## config.mk

```make
export PLATFORM = sky130hd
export DESIGN_NAME = double_power_of_ten_flat
export DESIGN_NICKNAME = d
export VERILOG_FILES = /design/src/hdl/dpt_pkg.sv /design/src/hdl/dpt_req_if.sv /design/src/hdl/dpt_res_if.sv /design/src/hdl/double_power_of_ten.sv /design/src/flat_wrapper.sv
export SDC_FILE = /design/constraint.sdc
export NUM_CORES = 2
export LEC_CHECK = 0
export ABC_CLOCK_PERIOD_IN_PS = 20900
export BUFFER_PORTS_ARGS = -buffer_cell sky130_fd_sc_hd__buf_4
export CAP_MARGIN = 20
export CELL_PAD_IN_SITES_DETAIL_PLACEMENT = 0
export CELL_PAD_IN_SITES_GLOBAL_PLACEMENT = 1
export CORE_UTILIZATION = 45
export DETAILED_ROUTE_END_ITERATION = 16
export PLACE_DENSITY = 0.82
export REMOVE_ABC_BUFFERS = 1
export SYNTH_ARGS = -nofsm -noshare
export SYNTH_HDL_FRONTEND = slang
export SYNTH_SLANG_ARGS = --single-unit
```

## constraint.sdc

```tcl
create_clock -name clk -period 20.9 [get_ports clk]
set_clock_uncertainty 0.1 [all_clocks]
set_input_delay 5.225 -clock clk [delete_from_list [all_inputs] [get_ports clk]]
set_output_delay 5.225 -clock clk [all_outputs]
set_load 0.05 [all_outputs]
```

## src/hdl/dpt_pkg.sv

```systemverilog
// ----------------------------------------------------------------------------
// dpt_pkg: shared definitions for the power-of-ten unit
// Widths, the table of decimal powers as binary64 patterns, and the
// sequencer states.
// ----------------------------------------------------------------------------
package dpt_pkg;

	localparam int unsigned EXP_W       = 10;
	localparam int unsigned MAG_W       = 9;
	localparam int unsigned VALUE_W     = 64;
	localparam int unsigned MAX_EXPONENT = 308;
	localparam int unsigned TAB_ENTRIES = 9;
	localparam int unsigned TAB_IDX_W   = 4;

	localparam logic [VALUE_W-1:0] ONE_BITS = 64'h3FF0_0000_0000_0000;

	typedef enum logic [2:0] {
		ST_IDLE,
		ST_SCAN,
		ST_MUL,
		ST_MRND,
		ST_DIV,
		ST_DRND,
		ST_FINISH
	} state_t;

	// 10^(2^k) as binary64 bit patterns.
	function automatic logic [VALUE_W-1:0] tens_bits(input logic [TAB_IDX_W-1:0] idx);
		logic [VALUE_W-1:0] r;
		case (idx)
			4'd0:    r = 64'h4024_0000_0000_0000;
			4'd1:    r = 64'h4059_0000_0000_0000;
			4'd2:    r = 64'h40C3_8800_0000_0000;
			4'd3:    r = 64'h4197_D784_0000_0000;
			4'd4:    r = 64'h4341_C379_37E0_8000;
			4'd5:    r = 64'h4693_B8B5_B505_6E17;
			4'd6:    r = 64'h4D38_4F03_E93F_F9F5;
			4'd7:    r = 64'h5A82_7748_F930_1D32;
			4'd8:    r = 64'h7515_4FDD_7F73_BF3C;
			default: r = ONE_BITS;
		endcase
		return r;
	endfunction

endpackage

```

## src/hdl/dpt_req_if.sv

```systemverilog
// ----------------------------------------------------------------------------
// dpt_req_if: exponent request channel
// Valid/ready channel carrying one signed decimal exponent.
// ----------------------------------------------------------------------------
interface dpt_req_if;
	logic                          valid;
	logic                          ready;
	logic signed [dpt_pkg::EXP_W-1:0] exponent;

	modport source (output valid, output exponent, input ready);
	modport sink   (input valid, input exponent, output ready);
endinterface

```

## src/hdl/dpt_res_if.sv

```systemverilog
// ----------------------------------------------------------------------------
// dpt_res_if: result channel
// Valid/ready channel carrying a binary64 pattern and a range flag.
// ----------------------------------------------------------------------------
interface dpt_res_if;
	logic                          valid;
	logic                          ready;
	logic [dpt_pkg::VALUE_W-1:0]   value_bits;
	logic                          range_error;

	modport source (output valid, output value_bits, output range_error, input ready);
	modport sink   (input valid, input value_bits, input range_error, output ready);
endinterface

```

## src/hdl/double_power_of_ten.sv

```systemverilog
// ----------------------------------------------------------------------------
// double_power_of_ten: ten raised to a signed exponent, binary64 result
// Square-and-multiply over a table of 10^(2^k) with one shared 27x27
// multiplier, followed by a bit-serial reciprocal for negative exponents.
// ----------------------------------------------------------------------------
//
//  channel  dir  payload                       handshake
//  request  in   exponent[9:0] signed          valid/ready
//  result   out  value_bits[63:0], range_error valid/ready
//
//  Requests are taken one at a time; each magnitude bit is scanned, and each
//  set bit costs four partial products, a flush and a rounding step. A
//  negative exponent adds a restoring divide and rounding; an out-of-range
//  request goes straight to the output.
//  A request is taken only while idle; a finished result waits in the output
//  register on a stall. Reset clears the sequencer and the output valid.
// ----------------------------------------------------------------------------
module double_power_of_ten (
	input  logic      clk,
	input  logic      arst_n,
	dpt_req_if.sink   request,
	dpt_res_if.source result
);

	dpt_pkg::state_t state_q, state_d;

	logic [dpt_pkg::MAG_W-1:0]     mag_q;
	logic [dpt_pkg::TAB_IDX_W-1:0] k_q;
	logic                          neg_q;
	logic [dpt_pkg::VALUE_W-1:0]   acc_q;
	logic                          err_q;
	logic [2:0]                    mcnt_q;
	logic [53:0]                   pp_q;
	logic [105:0]                  prod_q;
	logic [5:0]                    dcnt_q;
	logic [53:0]                   rem_q;
	logic [53:0]                   quo_q;
	logic                          out_valid_q;
	logic [dpt_pkg::VALUE_W-1:0]   out_bits_q;
	logic                          out_err_q;

	// Request decode.
	logic [dpt_pkg::EXP_W:0] mag_in;
	logic                    neg_in;
	logic                    range_bad;
	assign neg_in    = request.exponent[dpt_pkg::EXP_W-1];
	assign mag_in    = neg_in ? (11'd1024 - {1'b0, request.exponent})
	                          : {1'b0, request.exponent};
	assign range_bad = mag_in > 11'(dpt_pkg::MAX_EXPONENT);

	// Shared multiplier operands.
	logic [dpt_pkg::VALUE_W-1:0] tab;
	logic [52:0] ma, mt;
	logic [26:0] op_a, op_b;
	assign tab = dpt_pkg::tens_bits(k_q);
	assign ma  = {1'b1, acc_q[51:0]};
	assign mt  = {1'b1, tab[51:0]};

	always_comb begin
		case (mcnt_q)
			3'd0:    begin op_a = ma[26:0];         op_b = mt[26:0];         end
			3'd1:    begin op_a = ma[26:0];         op_b = {1'b0, mt[52:27]}; end
			3'd2:    begin op_a = {1'b0, ma[52:27]}; op_b = mt[26:0];         end
			default: begin op_a = {1'b0, ma[52:27]}; op_b = {1'b0, mt[52:27]}; end
		endcase
	end

	logic [105:0] pp_ext;
	always_comb begin
		case (mcnt_q)
			3'd2, 3'd3: pp_ext = {52'b0, pp_q} << 27;
			3'd4:       pp_ext = {52'b0, pp_q} << 54;
			default:    pp_ext = {52'b0, pp_q};
		endcase
	end

	// Product rounding, nearest even; the carry of the increment runs into
	// the exponent field.
	logic [12:0] mexp;
	logic [51:0] mfrac;
	logic        mguard, msticky, mrnd;
	logic [dpt_pkg::VALUE_W-1:0] mres;
	always_comb begin
		mexp = 13'(acc_q[62:52]) + 13'(tab[62:52]) - 13'd1023 + 13'(prod_q[105]);
		if (prod_q[105]) begin
			mfrac   = prod_q[104:53];
			mguard  = prod_q[52];
			msticky = |prod_q[51:0];
		end else begin
			mfrac   = prod_q[103:52];
			mguard  = prod_q[51];
			msticky = |prod_q[50:0];
		end
		mrnd = mguard & (msticky | mfrac[0]);
		mres = {1'b0, mexp[10:0], mfrac} + 64'(mrnd);
	end

	// Reciprocal step and rounding.
	logic [53:0] r2;
	logic        qbit;
	logic [dpt_pkg::VALUE_W-1:0] dres;
	logic        drnd;
	logic [10:0] dexp;
	logic [51:0] dfrac;
	logic        dguard, dsticky;
	assign r2   = {rem_q[52:0], 1'b0};
	assign qbit = r2 >= {1'b0, ma};
	always_comb begin
		dexp    = 11'd2045 - acc_q[62:52];
		dfrac   = quo_q[52:1];
		dguard  = quo_q[0];
		dsticky = (rem_q != '0);
		// Products of 2^1022 and above have reciprocals below the normal
		// range, so the quotient is shifted down into the subnormal field.
		if (acc_q[62:52] == 11'd2046) begin
			dexp    = '0;
			dfrac   = {1'b0, quo_q[53:3]};
			dguard  = quo_q[2];
			dsticky = (rem_q != '0) | (|quo_q[1:0]);
		end else if (acc_q[62:52] == 11'd2045) begin
			dexp    = '0;
			dfrac   = quo_q[53:2];
			dguard  = quo_q[1];
			dsticky = (rem_q != '0) | quo_q[0];
		end
		drnd = dguard & (dsticky | dfrac[0]);
		if (acc_q[51:0] == '0) begin
			// A power of two inverts exactly.
			dres = {1'b0, 11'd2046 - acc_q[62:52], 52'b0};
		end else begin
			dres = {1'b0, dexp, dfrac} + 64'(drnd);
		end
	end

	assign request.ready      = (state_q == dpt_pkg::ST_IDLE);
	assign result.valid       = out_valid_q;
	assign result.value_bits  = out_bits_q;
	assign result.range_error = out_err_q;

	always_ff @(posedge clk or negedge arst_n) begin
		if (!arst_n) begin
			state_q <= dpt_pkg::ST_IDLE;
		end else begin
			state_q <= state_d;
		end
	end

	always_comb begin
		state_d = state_q;
		case (state_q)
			dpt_pkg::ST_IDLE: begin
				if (request.valid) begin
					state_d = range_bad ? dpt_pkg::ST_FINISH : dpt_pkg::ST_SCAN;
				end
			end
			dpt_pkg::ST_SCAN: begin
				if (mag_q == '0) begin
					state_d = (neg_q && acc_q != dpt_pkg::ONE_BITS) ? dpt_pkg::ST_DIV
					                                               : dpt_pkg::ST_FINISH;
				end else if (mag_q[0]) begin
					state_d = dpt_pkg::ST_MUL;
				end
			end
			dpt_pkg::ST_MUL: begin
				if (mcnt_q == 3'd4) state_d = dpt_pkg::ST_MRND;
			end
			dpt_pkg::ST_MRND: state_d = dpt_pkg::ST_SCAN;
			dpt_pkg::ST_DIV: begin
				if (dcnt_q == 6'd53) state_d = dpt_pkg::ST_DRND;
			end
			dpt_pkg::ST_DRND: state_d = dpt_pkg::ST_FINISH;
			dpt_pkg::ST_FINISH: begin
				if (!out_valid_q || result.ready) state_d = dpt_pkg::ST_IDLE;
			end
			default: state_d = dpt_pkg::ST_IDLE;
		endcase
	end

	always_ff @(posedge clk or negedge arst_n) begin
		if (!arst_n) begin
			out_valid_q <= 1'b0;
		end else if (state_q == dpt_pkg::ST_FINISH && (!out_valid_q || result.ready)) begin
			out_valid_q <= 1'b1;
		end else if (result.ready) begin
			out_valid_q <= 1'b0;
		end
	end

	always_ff @(posedge clk) begin
		case (state_q)
			dpt_pkg::ST_IDLE: begin
				mag_q <= mag_in[dpt_pkg::MAG_W-1:0];
				neg_q <= neg_in;
				k_q   <= '0;
				acc_q <= dpt_pkg::ONE_BITS;
				err_q <= range_bad;
			end
			dpt_pkg::ST_SCAN: begin
				mcnt_q <= '0;
				rem_q  <= 54'(1) << 52;
				dcnt_q <= '0;
				if (mag_q != '0 && !mag_q[0]) begin
					mag_q <= mag_q >> 1;
					k_q   <= k_q + 1'b1;
				end
			end
			dpt_pkg::ST_MUL: begin
				pp_q   <= 54'(op_a * op_b);
				mcnt_q <= mcnt_q + 1'b1;
				if (mcnt_q == 3'd0) prod_q <= '0;
				else                prod_q <= prod_q + pp_ext;
			end
			dpt_pkg::ST_MRND: begin
				acc_q <= mres;
				mag_q <= mag_q >> 1;
				k_q   <= k_q + 1'b1;
			end
			dpt_pkg::ST_DIV: begin
				rem_q  <= qbit ? (r2 - {1'b0, ma}) : r2;
				quo_q  <= {quo_q[52:0], qbit};
				dcnt_q <= dcnt_q + 1'b1;
			end
			dpt_pkg::ST_DRND: acc_q <= dres;
			dpt_pkg::ST_FINISH: begin
				if (!out_valid_q || result.ready) begin
					out_bits_q <= acc_q;
					out_err_q  <= err_q;
				end
			end
			default: ;
		endcase
	end

endmodule
```

## src/flat_wrapper.sv

```systemverilog
// flat-port wrapper written by rule: the top's interface ports become plain ports
module double_power_of_ten_flat 
  (clk, arst_n, request_valid, request_exponent, request_ready, result_valid, result_value_bits, result_range_error, result_ready);
  dpt_req_if request_i ();
  dpt_res_if result_i ();
  input  logic clk;
  input  logic arst_n;
  input wire logic [$bits(request_i.valid)-1:0] request_valid;
  input wire logic [$bits(request_i.exponent)-1:0] request_exponent;
  output wire logic [$bits(request_i.ready)-1:0] request_ready;
  output wire logic [$bits(result_i.valid)-1:0] result_valid;
  output wire logic [$bits(result_i.value_bits)-1:0] result_value_bits;
  output wire logic [$bits(result_i.range_error)-1:0] result_range_error;
  input wire logic [$bits(result_i.ready)-1:0] result_ready;
  assign request_i.valid = request_valid;
  assign request_i.exponent = request_exponent;
  assign request_ready = request_i.ready;
  assign result_valid = result_i.valid;
  assign result_value_bits = result_i.value_bits;
  assign result_range_error = result_i.range_error;
  assign result_i.ready = result_ready;
  double_power_of_ten u_core (.clk(clk), .arst_n(arst_n), .request(request_i), .result(result_i));
endmodule
```

* Yosys cells after proc, flatten, opt, wreduce, memory -nomap -nowiden
Memories as Yosys holds them, arrays and structs flattened. A register that Yosys moved wholly into a read port is not among the register bits. Cells that the tools add are included.
Cells by class: reduce and logical (&&, ||, !) cells 26, multiplexer cells 37, order comparisons 2, eq/ne operators 20, multiply operators 1, bitwise operators 6, $add $sub $neg 13
Operator list (count):
- $pmux 106 s2 | 1
- $pmux 64 s3 | 1
- $mux 52 | 3
- $add 63x1->64 | 2
- $pmux 54 s2 | 1
- $add 106x106->106 | 1
- $mux 64 | 1
- $ne 64x62->1 const B | 1
- $ge 54x53->1 | 1
- $mul 27x27->54 | 1
- $mux 27 | 2
- $mux 54 | 1
- $reduce_bool 54->1 | 1
- $sub 54x53->54 | 1
- $logic_not 52->1 | 1
- $reduce_or 52->1 | 1
- $reduce_or 51->1 | 1
- $mux 11 | 3
- $pmux 9 s3 | 1
- $eq 11x11->1 const B | 2
- $sub 11x11->11 const A | 2
- $mux 3 | 7
- $pmux 3 s7 | 1
- $eq 3x2->1 const B | 4
- 34 further kinds | 64
Word-level totals: output and inout bits 67, input port bits 14, logic and storage cells 121, memories kept 1, register bits 425, bits in read-only memories 1008
Memories:
- (name not given) | depth 16, width 63, read ports 1, clocked after memory_dff 1, wr ports 0, line dpt_pkg.sv:30 | case (idx)

* Longest topological paths before layout
depth in word-level cells 9, gate-level depth with buffers 36, mapped depth without buffers 33

* Worst setup path after synthesis
No wires, ideal clock.
kind input -> register, from in result_ready, to reg u_core.out_err_q, in the netlist u_core.result.range_error (enable), setup time 488 ps, data required time 20312 ps, data arrival time 8131 ps, slack 12181 ps, stages on the path 3, buffers on the path 0, cells stage by stage nand2b_1 -> nand2_1 -> nor2_1
Between the ends: cells in the longest elaborated chain, start to end 2
Ends and longest elaborated chain:
- from (decl) | line flat_wrapper.sv:14 | input wire logic [$bits(result_i.ready)-1:0] result_ready;
- $logic_or 1x1->1 | line double_power_of_ten.sv:225 | if (!out_valid_q || result.ready) begin
- $reduce_and 2->1 (no line)
- to (signal assigned) | line double_power_of_ten.sv:227 | out_err_q <= err_q;
- to (decl) | line double_power_of_ten.sv:40 | logic out_err_q;
Every way passes these cells. A chain may end at the register's enable or synchronous reset.

* Worst setup path after layout
from reg u_core.mcnt_q[0], to reg u_core.pp_q[50], data pin
Between the ends: cells in the longest elaborated chain, start to end 4, elaborated cells between the ends (all ways) 8, classes of those cells mul: 1; eq/ne: 2; mux: 2; reduce/logical: 3
Ends and longest elaborated chain:
- from (decl) | line double_power_of_ten.sv:32 | logic [2:0] mcnt_q;
- from (signal assigned) | line double_power_of_ten.sv:209 | mcnt_q <= mcnt_q + 1'b1;
- $eq 3x1->1 (tied with other cells) | line double_power_of_ten.sv:60 | case (mcnt_q)
- $reduce_or 2->1 (no line)
- $mux 27 | line double_power_of_ten.sv:60
- $mul 27x27->54 * | line double_power_of_ten.sv:208 | pp_q <= 54'(op_a * op_b);
- to (signal assigned) | line double_power_of_ten.sv:208
- to (decl) | line double_power_of_ten.sv:33 | logic [53:0] pp_q;
Every way passes the cells marked *; elsewhere a longest branch is shown, timed or not.

==> results.sh <==
export IMPL_htreeDepth=2
export IMPL_final_cell_area_mm2=0.0618
export IMPL_tns_ps=0
export IMPL_track_usage=0.300
export IMPL_cts_resized=0
export IMPL_tritoncts="yes"
export IMPL_min_path_type="flop to flop"
export IMPL_whs_path_depth=0
export IMPL_max_stage_delay_ps=920
export IMPL_synthTopCellsByArea="edfxtp_1, fa_1, ha_1"
export IMPL_syn_inst=6653
export IMPL_reg2reg_slack_ps=10520
export IMPL_vias_per_cell=5.92
export IMPL_ios=81
export IMPL_ys_ff_latch=467
export IMPL_hp_start="u_core.err_q"
export IMPL_drive_gt1_frac=0.0510
export IMPL_r2r_end="u_core.pp_q[50]"
export IMPL_clock_sinks=467
export IMPL_netlist_area_mm2=0.0576
export IMPL_clk_pin_slew_ps=60
export IMPL_tightest_slew_ps=1190
export IMPL_globalplace_congestion=0.980
export IMPL_crit_buf_inv=6
export IMPL_overflow=0
export IMPL_post_cts_setup_buffers=0
export IMPL_worstSetupPathType="flop to flop"
export IMPL_areaGrowthSynthToFinish_pct=7.29
export IMPL_cap_viol_max_count=0
export IMPL_post_route_min_period_ps=10380
export IMPL_synth_top_area_frac=0.220
export IMPL_crit_top_cell="fa_1"
export IMPL_yosysUniqueCellTypes=100
export IMPL_crit_path_end_kind="flop"
export IMPL_dr_first_iter_drc_count=5381
export IMPL_dieArea_mm2=0.129
export IMPL_layout_common_cells="nand2_1, inv_1, nor2_1"
export IMPL_cts_root_buffer="clkbuf_16"
export IMPL_synth_edf_count=421
export IMPL_status="complete, no violations"
export IMPL_cts_hold_buf=0
export IMPL_antenna_found_initial=5
export IMPL_grt_pass1_vias=47500
export IMPL_portBuffers=80
export IMPL_cpLargestDelayFamily="compound AO/OA/AOI/OAI gates"
export IMPL_grt_pass1_wl_um=295000
export IMPL_setup_violations=0
export IMPL_dr_pass1_iters=8
export IMPL_fin_crit_sh=0.497
export IMPL_route_detailed_drc=0
export IMPL_startpoint_type="flop"
export IMPL_core_area_mm2=0.126
export IMPL_hold_viol=0
export IMPL_avgSynthCellArea_um2=8.66
export IMPL_layout_nets=7594
export IMPL_start_util=0.456
export IMPL_wl_per_cell_um=23.7
export IMPL_die_height_um=360
export IMPL_final_common_cell="nand2_1"
export IMPL_cp_required_ps=21240
export IMPL_max_slew_margin=0.209
export IMPL_final_max_slew_viol_count=0
export IMPL_cts_buffers_inserted=58
export IMPL_rsz0062_at_grt="no"
export IMPL_synth_top_cell_by_area="edfxtp_1"
export IMPL_fmax_ghz=0.0963
export IMPL_r2r_start="u_core.mcnt_q[0]"
export IMPL_async_reset_ff_frac=0.00857
export IMPL_crit_fanout=79
export IMPL_routed_wl_um=196000
export IMPL_hold_end="u_core.result.range_error"
export IMPL_cts_path_max_buffers=3
export IMPL_insertion_delay_ps=700
export IMPL_fp_dieW_um=360
export IMPL_vias=48900
export IMPL_synth_flop_cell="edfxtp_1"
export IMPL_floorplan_rows=130
export IMPL_ant_nets=0
export IMPL_placed_cell_area_mm2=0.0598
export IMPL_yosys_warnings=0
export IMPL_grt_start_max_net_pins=102
export IMPL_crit_path_top_delay_cell="a21o_1"
export IMPL_dp_hpwl_um=151000
export IMPL_ys_seq_area_frac=0.236
export IMPL_critPathArrivalTime_ps=10720
export IMPL_r2r_cells=30
[per-stage QoR]
step | setup WS, ps | cells | utilization | hold WS, ps
final | 10520 | 8261 | 0.490 | 327
after global routing | 10120 | 8258 | 0.489 | 336
after CTS | 10680 | 8257 | 0.489 | 329
after detailed placement | 10740 | 8148 | 0.474 | 315
after global placement | 10840 | 8148 | 0.474 | 307
after floorplan | 10110 | 6335 | - | 300
[synthesized netlist by cell type (all sizes together), types with 47 or more instances]
| cell type | n |
|---|---|
| a21o | 153 |
| a21oi | 375 |
| a31oi | 47 |
| and3 | 96 |
| buf | 48 |
| clkbuf | 270 |
| edfxtp | 421 |
| fa | 627 |
| ha | 394 |
| inv | 893 |
| mux2i | 81 |
| nand2 | 931 |
| nand3 | 144 |
| nand4 | 95 |
| nor2 | 704 |
| nor3 | 68 |
| nor4 | 58 |
| o21ai | 218 |
| o21bai | 55 |
| o22ai | 52 |
| xnor2 | 222 |
| xor2 | 140 |
[sequential cells by signal, indices dropped and copies added (netlist names), 3 cells and up]
signal / flops
u_core.k_q: 4
u_core.mag_q: 9
u_core.pp_q: 54
u_core.prod_q: 106
u_core.rem_q: 54
u_core.quo_q: 54
u_core.result.value_bits: 64
u_core.dcnt_q: 6
u_core.state_q: 3
u_core.tab: 42
u_core.acc_q: 64
u_core.mcnt_q: 3
[metal layers]
metal | track usage | up-vias | part of all wire
li1 | - | 22000 | -
met4 | 0.130 | 4 | 0.049
met1 | 0.412 | 24000 | 0.41
met3 | 0.0573 | 442 | 0.099
met2 | 0.461 | 2492 | 0.44
met5 | 0 | - | 0.000082
[cell families (layout without fill, tap and decap cells)]
family                     count (synthesis)  after routing  synth area share
buffers and inverters                   1214           1169            0.0801
muxes                                     90             90            0.0158
other                                      0              3                 0
and+or+nand+nor                         2318           2318             0.180
DFF                                      467            467             0.236
xor gates and xnor gates                 362            362            0.0551
AOI/OAI and AO/OA                       1180           1180             0.130
adders and majority gates               1022           1022             0.304
[how the worst max path moves through the flow]
stage / startpoint / to / cells past startpoint
floorplan: u_core.mcnt_q[0] / u_core.pp_q[53] / 28
global placement: u_core.mcnt_q[0] / u_core.pp_q[50] / 32
detailed placement: u_core.mcnt_q[0] / u_core.pp_q[50] / 32
CTS: u_core.mcnt_q[0] / u_core.pp_q[50] / 32
global route: u_core.mcnt_q[0] / u_core.pp_q[50] / 31
finish: u_core.mcnt_q[0] / u_core.pp_q[50] / 30
[cell type report]
class	count	area [µm²]
Inverter	896	3370
Tap cell	1650	2060
Multi-Input combinational cell	4972	39600
Clock inverter	34	417
Timing Repair Buffer	164	1240
Clock buffer	75	1560
Sequential cell	467	13600
Antenna cell	3	7.51
Fill cell	12100	64400
Power is not shown: default switching activity piles up to over one toggle a cycle in this logic, so the estimate is an artifact.
